<file path="src/rtl/ltota_pkg.sv">
// Shared widths and types for the learned-task on-CPU time accounter.
`default_nettype none

package ltota_pkg;

    localparam int TASK_ID_W = 32;
    localparam int TIME_W    = 64;

    // Flags that the learned set reports for the item being retired.
    typedef struct packed {
        logic in_hit;    // the incoming ID is in the set after this item
        logic inserted;  // the outgoing ID was written into a slot
    } set_result_t;

endpackage

`default_nettype wire

</file>
<file path="src/rtl/ltota_acc.sv">
// Slice start register and wrapping on-CPU time total.
`default_nettype none

module ltota_acc (
    input  wire logic                        clk,
    input  wire logic                        rst_n,
    input  wire logic                        update,
    input  wire logic                        charge,
    input  wire logic                        start_now,
    input  wire logic [ltota_pkg::TIME_W-1:0] timestamp_ns,
    output logic      [ltota_pkg::TIME_W-1:0] total,
    output logic      [ltota_pkg::TIME_W-1:0] total_next
);
    import ltota_pkg::*;

    logic [TIME_W-1:0] slice_start_reg;
    logic [TIME_W-1:0] total_reg;

    // A zero slice start means no slice is open, so nothing is charged.
    assign total_next = (charge && (slice_start_reg != '0))
                      ? total_reg + (timestamp_ns - slice_start_reg)
                      : total_reg;
    assign total      = total_reg;

    always_ff @(posedge clk or negedge rst_n)
    begin
        if (!rst_n) begin
            slice_start_reg <= '0;
            total_reg       <= '0;
        end else if (update) begin
            slice_start_reg <= start_now ? timestamp_ns : '0;
            total_reg       <= total_next;
        end
    end

endmodule

`default_nettype wire

</file>
<file path="config.mk">
export PLATFORM = sky130hd
export DESIGN_NAME = ltota_acc
export DESIGN_NICKNAME = d
export VERILOG_FILES = /design/src/rtl/ltota_pkg.sv /design/src/rtl/ltota_acc.sv
export SDC_FILE = /design/constraint.sdc
export NUM_CORES = 1
export LEC_CHECK = 0
export ABC_AREA = 1
export BUFFER_PORTS_ARGS = -buffer_cell sky130_fd_sc_hd__buf_4
export CAP_MARGIN = 20
export CORE_MARGIN = 1
export CORE_UTILIZATION = 55
export DETAILED_ROUTE_END_ITERATION = 8
export PLACE_DENSITY = 0.83
export SYNTH_ARGS = -nofsm -noshare
export SYNTH_HDL_FRONTEND = slang
export SYNTH_SLANG_ARGS = --single-unit
</file>
<file path="constraint.sdc">
create_clock -name clk -period 3.1 [get_ports clk]
set_input_delay 0.31 -clock clk [delete_from_list [all_inputs] [get_ports clk]]
set_output_delay 0.31 -clock clk [all_outputs]
set_load 0.01 [all_outputs]
</file>
==> flow_summary.yaml, run 1 <==
run_status:
  status: "aborted with a tool error"
  lastStage: "global routing (5_1_grt)"
  firstError: "[ERROR GRT-0232] Routing congestion too high. Check the congestion heatmap in the GUI."
synthesis:
  postSynthAreaPerCell_um2: 6.21
  synth_nets: 2408
  yosysSeqAreaShare_pct: 23.3
  yosysWarnings: 0
  netlist_instances: 2212
  ys_types: 42
  ys_seq_elements: 128
  syn-cell-area_mm2: 0.0137
floorplanning:
  die_y_um: 160
  placementRows: 57
  num_io_pins: 197
  die_w_um: 160
  start_util_pct: 56.3
clock_tree:
  cts_buffer_depth: 2
  cts_root_buffer: "clkbuf_16"
  numCtsBuffers: 17
  cts_sinks: 128
  cts_max_level: 4
timing:
  worst-ep-kind: "primary output"
  grt_repair_worst_endpoint: "total_next[62]"
global_routing:
  grt_max_degree: 164
  gr-total-overflow: 31
  track_usage_pct: 74.3
placed_design:
  dp_hpwl_um: 37900
  routabilityCongestion: 0.965
  portBuffers: 196
==> layer usage <==
| layer | overflow | track usage (%) |
|---|---|---|
| met1 | 1 | 74.4 |
| met2 | 12 | 94.0 |
| met3 | 2 | 54.8 |
| met4 | 15 | 76.1 |
| met5 | 1 | 18.8 |
==> logic make-up after synthesis <==
logic type      after synthesis  synth area share [%]
simple gates               1066                  32.7
buf+inv                     668                  18.6
compound gates              206                  9.29
flops                       128                  23.3
fa+ha+maj                   127                  15.0
xor+xnor                     17                  1.08
==> stage by stage <==
step | TNS, ns | cell area (um^2) | hold WS (ns) | cells | setup slack, ns
3_3_place_gp | -5.18 | 17200 | 0.329 | 2925 | -0.314
2_1_floorplan | 0 | 13700 | 0.0144 | 2212 | 0.312
3_5_place_dp | -7.25 | 17200 | 0.334 | 2925 | -0.344
4_1_cts | -14.00 | 20900 | 0.130 | 3040 | -0.383
==> Yosys cell counts (all sizes together) <==
| cell | n | area, um^2 |
|---|---|---|
| dfrtp | 128 | 3200 |
| o21ai | 72 | 413 |
| inv | 627 | 2360 |
| o22ai | 69 | 475 |
| nor2 | 125 | 499 |
| nor3 | 13 | 105 |
| fa | 63 | 1260 |
| a21boi | 1 | 7.51 |
| and2 | 23 | 144 |
| xnor2 | 15 | 131 |
| o21a | 5 | 37.5 |
| o211ai | 5 | 57.6 |
| xor2 | 2 | 17.5 |
| a21oi | 51 | 263 |
| clkbuf | 19 | 71.3 |
| nand3 | 113 | 606 |
| nand2 | 750 | 2860 |
| ha | 64 | 801 |
| or2 | 10 | 62.6 |
| clkinv | 1 | 3.75 |
| buf | 21 | 121 |
| nand4 | 26 | 163 |
| o21bai | 3 | 22.5 |
| nand3b | 6 | 52.6 |
==> timing repair <==
action | in CTS
hold buffers | 1
endpoints found under the hold margin | 39
buffers inserted | 97
resized for setup | 657
pin swaps | 232
setup endpoints to repair | 69
==> run 2: changes to the inputs <==
--- a/config.mk
+++ b/config.mk
@@ -9,9 +9,9 @@
 export BUFFER_PORTS_ARGS = -buffer_cell sky130_fd_sc_hd__buf_4
 export CAP_MARGIN = 20
 export CORE_MARGIN = 1
-export CORE_UTILIZATION = 55
+export CORE_UTILIZATION = 40
 export DETAILED_ROUTE_END_ITERATION = 8
-export PLACE_DENSITY = 0.83
+export PLACE_DENSITY_LB_ADDON = 0.15
 export SYNTH_ARGS = -nofsm -noshare
 export SYNTH_HDL_FRONTEND = slang
 export SYNTH_SLANG_ARGS = --single-unit
==> flow_summary.yaml, run 2 <==
worst_setup_path:
  critPathLaunch: "total[15]$_DFFE_PN0P_"
  worstPathCellList: "inv_2 -> fa_1 -> inv_2 -> ha_4 -> nand2_4 -> nor2_4 -> nand2_2 -> inv_4 -> nand4_1 -> nand3b_1 -> buf_6 -> buf_6 -> nand2_4 -> nand3_2 -> nand3_2 -> o21a_1 -> buf_6"
  end_kind: "output pin"
  worst-r2r-cell-count: 25
  cp_top_family: "simple AND/OR/NAND/NOR gates"
  path_buf_inv: 6
  r2r_end: "total[46]$_DFFE_PN0P_"
  max_stage_delay_ns: 0.53
  critPathRequiredTime_ns: 2.79
  ff2ff_setup_slack_ns: -0.42
  crit_type: "reg -> out"
  setup.worst_path.end: "total_next[35]"
  cp_common_cell: "buf_6"
  path_max_fanout: 4
  crit_cells: 17
  slowest_stage: "fa_1"
  timing.rr.start: "total[1]$_DFFE_PN0P_"
  start_kind: "flop"
  critPathArrivalTime_ns: 3.24
timing:
  fin_ws_ns: -0.452
  worst_slew_pin_slew_ns: 0.790
  slew_headroom_pct: 47.1
  skew_ns: 0.00825
  setup_viol: 62
  fmax_mhz: 282
  post-route-period-util_pct: 115
  finalSetupTns_ns: -19.39
  hold_viol_final: 0
  period_minus_slack_ns: 3.55
  rsz0062_at_grt: "yes"
  drv_slew: 0
cells_and_area:
  drive_gt1_share_pct: 50.2
  stdcell_count: 3233
  syn2layout_area_growth_pct: 67.8
  nNetsFinal: 2970
  final_common_cell: "inv_1"
  antenna_cells: 0
  final_area_mm2: 0.0230
  layout_common_cells: "inv_1 (495), buf_4 (487), nand2_1 (429)"
  nFillCells: 2824
clock_tree:
  cts_sinks: 128
  clk_pin_slew_worst_paths_ns: 0.06
  numCtsBuffers: 17
  cts_root_buffer: "clkbuf_16"
  cts_max_level: 4
  cts_buffer_depth: 2
  insertion_delay_ns: 0.46
  cts_tree: "done"
route:
  wirelength_um: 53000
  final_antenna_net_count: 0
  drc: 0
  wl_per_cell_um: 16.4
  via_per_inst: 4.82
  dr.pass1.iters: 7
  vias: 15600
  first_iter_violations: 773
global_routing:
  grt_pass1_vias: 15700
  grt_pass1_wl_um: 82100
  grt_max_degree: 116
  antenna_found_initial: 0
  track_usage_pct: 29.9
  gr-total-overflow: 0
synthesis:
  synth_top_cell_area_share_pct: 23.3
  syn-cell-area_mm2: 0.0137
  async_reset_ff_share_pct: 100
  ys.flop_type: "dfrtp_1"
  synth_edf_count: 0
  netlist_instances: 2212
  postSynthAreaPerCell_um2: 6.21
  ys_types: 42
  synth_nets: 2408
  yosysSeqAreaShare_pct: 23.3
  yosysWarnings: 0
  yosysMostFrequentCell: "nand2_1"
  synth.area.top_cells: "dfrtp_1 (23%), nand2_1 (20%), inv_1 (17%)"
  ys_seq_elements: 128
  yosys-top-cells-count: "nand2_1 (733), inv_1 (622), dfrtp_1 (128)"
  yosysTopAreaCell: "dfrtp_1"
floorplanning:
  die_area_mm2: 0.0351
  die_w_um: 187
  die_y_um: 187
  start_util_pct: 40.8
  placementRows: 67
  design.core.area_mm2: 0.0336
  num_io_pins: 197
hold_path:
  min_path_type: "in -> reg"
run_status:
  violations: "setup timing"
  status: "complete, but fails checks"
placed_design:
  portBuffers: 196
  dp_hpwl_um: 38700
  routabilityCongestion: 0.928
  placed_cell_area_mm2: 0.0177
  placed_cells: 3092
  place_ws_ns: -0.440
job:
  drv_cap: 0
## run 2: stage by stage
step / utilization [%] / hold WS, ns
6_report: 68.5 / 0.101
5_1_grt: 68.5 / 0.111
4_1_cts: 65.0 / 0.0849
3_5_place_dp: 52.7 / 0.294
3_3_place_gp: 52.7 / 0.297
2_1_floorplan: - / 0.0144
## run 2: area by class of cell
class,count,area (um^2),area share (%)
Clock inverter,7,85.1,0.369
Sequential cell,128,3200,13.9
Clock buffer,23,478,2.07
Timing Repair Buffer,583,4800,20.8
Tap cell,448,561,2.43
Inverter,628,2390,10.4
Multi-Input combinational cell,1416,11500,50.0
## run 2: timing repair
| action | in CTS | in global routing |
|---|---|---|
| endpoints found under the setup margin | 72 | 72 |
| endpoints found under the hold margin | 47 | 0 |
| hold buffers | 1 | 0 |
| setup buffers | 110 | 43 |
| gates resized for setup | 761 | 297 |
| cloned | 0 | 2 |
| pin swaps | 268 | 190 |
## run 2: how the worst min path moves through the flow
stage | cells past startpoint | start | endpoint
6_report | 3 | start_now | slice_start_reg[63]$_DFFE_PN0P_
5_1_grt | 3 | start_now | slice_start_reg[63]$_DFFE_PN0P_
4_1_cts | 3 | start_now | slice_start_reg[63]$_DFFE_PN0P_
3_5_place_dp | 1 | rst_n | slice_start_reg[5]$_DFFE_PN0P_
3_3_place_gp | 1 | rst_n | total[5]$_DFFE_PN0P_
2_1_floorplan | 0 | rst_n | slice_start_reg[0]$_DFFE_PN0P_
## run 2: layer usage
layer  share of wire (%)  track usage [%]
met1                  47             41.4
met2                  47             49.0
met3                 3.7             3.13
met4                 2.2             8.98
met5                   0                0
## run 2: logic make-up (layout without fill, tap and decap cells)
family                     Yosys count  after routing  synth area share, %
AOI/OAI and AO/OA                  206            206                 9.29
and+or+nand+nor                   1066           1066                 32.7
adders and majority gates          127            127                 15.0
xor gates and xnor gates            17             17                 1.08
buffers and inverters              668           1241                 18.6
DFF                                128            128                 23.3
## run 2: tightest hold or removal path, delay by kind of cell
kind | cells | cell delay [ns]
AND/OR/NAND/NOR | 1 | 0.05
buffers and inverters | 1 | 0.10
AO/OA/AOI/OAI | 1 | 0.06
Power of run 2 is not shown: default switching activity piles up to over one toggle a cycle in this logic, so the estimate is an artifact.
==> run 3: changes to the inputs <==
==> constraint.sdc (replaced) <==
create_clock -name clk -period 3.5 [get_ports clk]
set_input_delay 0.35 -clock clk [delete_from_list [all_inputs] [get_ports clk]]
set_output_delay 0.35 -clock clk [all_outputs]
set_load 0.01 [all_outputs]
==> flow_summary.yaml, run 3 (synthesized netlist as in run 2, its figures left out) <==
timing:
  setup_viol: 5
  slew_headroom_pct: 46.5
  finalSetupTns_ns: -0.0291
  rsz0062_at_grt: "yes"
  hold_viol_final: 0
  post-route-period-util_pct: 100
  fmax_mhz: 285
  worst_slew_pin_slew_ns: 0.803
  drv_slew: 0
  fin_hold_ws_ns: 0.164
  fin_ws_ns: -0.00835
  period_minus_slack_ns: 3.51
  skew_ns: 0.00850
worst_setup_path:
  start_kind: "flop"
  path_max_fanout: 4
  critPathRequiredTime_ns: 3.15
  crit_type: "reg -> out"
  timing.rr.start: "slice_start_reg[12]$_DFFE_PN0P_"
  critPathArrivalTime_ns: 3.16
  end_kind: "output pin"
  critPathLaunch: "slice_start_reg[12]$_DFFE_PN0P_"
  ff2ff_setup_slack_ns: 0.55
run_status:
  violations: "setup timing"
  status: "complete, but fails checks"
placed_design:
  routabilityCongestion: 0.932
  portBuffers: 196
  placed_cells: 2891
  dp_hpwl_um: 36900
cells_and_area:
  nNetsFinal: 2781
  stdcell_count: 3046
  utilization_pct: 62.0
  drive_gt1_share_pct: 43.5
  antenna_cells: 0
  syn2layout_area_growth_pct: 51.7
  layout_common_cells: "inv_1 (500), nand2_1 (461), buf_4 (355)"
  final_common_cell: "inv_1"
route:
  first_iter_violations: 678
  wl_per_cell_um: 15.8
  via_per_inst: 4.78
  wl_met3_um: 2050
  wirelength_um: 48200
  final_antenna_net_count: 0
  vias: 14600
  dr.pass1.iters: 5
  drt-met1-wl_um: 22600
  top_layer_used: "met4"
  drc: 0
  met2_wirelength_um: 22500
floorplanning:
  start_util_pct: 40.8
  die_y_um: 187
  die_area_mm2: 0.0351
  design.core.area_mm2: 0.0336
  num_io_pins: 197
  die_w_um: 187
  placementRows: 67
global_routing:
  track_usage_pct: 27.4
  grt_pass1_vias: 14200
  gr-total-overflow: 0
  antenna_found_initial: 0
  grt_pass1_wl_um: 75300
  grt_max_degree: 83
hold_path:
  min_path_type: "in -> reg"
  worstHoldStart: "timestamp_ns[63]"
clock_tree:
  cts_tree: "done"
  cts_buffer_depth: 2
  cts_root_buffer: "clkbuf_16"
  numCtsBuffers: 17
  clk_pin_slew_worst_paths_ns: 0.06
  insertion_delay_ns: 0.45
  cts_sinks: 128
  cts_max_level: 4
job:
  drv_cap: 0
-- run 3: changes by cell type in the layout (fill, tap and decap cells not counted), moves of 7 or more --
| cell | before | now |
|---|---|---|
| buf_4 | 487 | 355 |
| buf_6 | 89 | 34 |
| nand2_4 | 110 | 77 |
| nand2_1 | 429 | 461 |
| nand3_1 | 41 | 61 |
| nand3_2 | 55 | 42 |
| o21ai_0 | 35 | 46 |
| o21ai_2 | 25 | 14 |
| xnor2_1 | 4 | 14 |
| nand3_4 | 17 | 10 |
| xnor2_2 | 8 | 1 |
-- run 3: what timing repair did --
action,CTS,global route
endpoints found under the setup margin,47,48
resized for setup,393,462
setup buffers,62,62
cloned,0,0
endpoints found under the hold margin,31,0
pin swaps,104,258
hold buffers,1,0
-- run 3: worst paths after layout --
kind / end / depth (start not counted)
max: total_next[35] / 17
min: slice_start_reg[63]$_DFFE_PN0P_ / 3
max reg2reg: total[19]$_DFFE_PN0P_ / 17
min reg2reg: total[62]$_DFFE_PN0P_ / 2
max in group asynchronous: total[37]$_DFFE_PN0P_ / 3
min in group asynchronous: slice_start_reg[6]$_DFFE_PN0P_ / 2
-- run 3: cell type report --
type	instances	area, um^2
fill	3130	12800
multi-input combinational	1416	11000
sequential	128	3200
timing repair buffer	394	3150
inverter	628	2370
tap	448	561
clock buffer	27	513
clock inverter	5	75.1
-- run 3: routing by layer --
layer  vias up  GRT usage [%]
li1       7330              -
met1      6837           38.1
met2       334           44.3
met3        49           3.73
met4         0           8.10
met5         -              0
-- run 3: critical path: stages (launching register included) --
cell	delay, ns
dfrtp_1	0.40
fa_1	0.53
inv_2	0.05
ha_4	0.26
nand2_1	0.07
nand2_1	0.07
nand2_1	0.06
nand2_1	0.06
nand2_1	0.07
nand2_2	0.07
nand3b_1	0.30
buf_4	0.23
nand2_4	0.07
nand2_1	0.05
nand2_1	0.07
nand3_2	0.08
o21a_1	0.14
buf_6	0.12
-- run 3: through the flow --
stage | setup slack (ns) | area, um^2
6_report | -0.00835 | 20800
3_5_place_dp | -0.176 | 16200
3_3_place_gp | -0.163 | 16200
2_1_floorplan | 0.672 | 13700
5_1_grt | -0.145 | 20800
4_1_cts | -0.0340 | 18900
Power of run 3 is left out for the same reason.
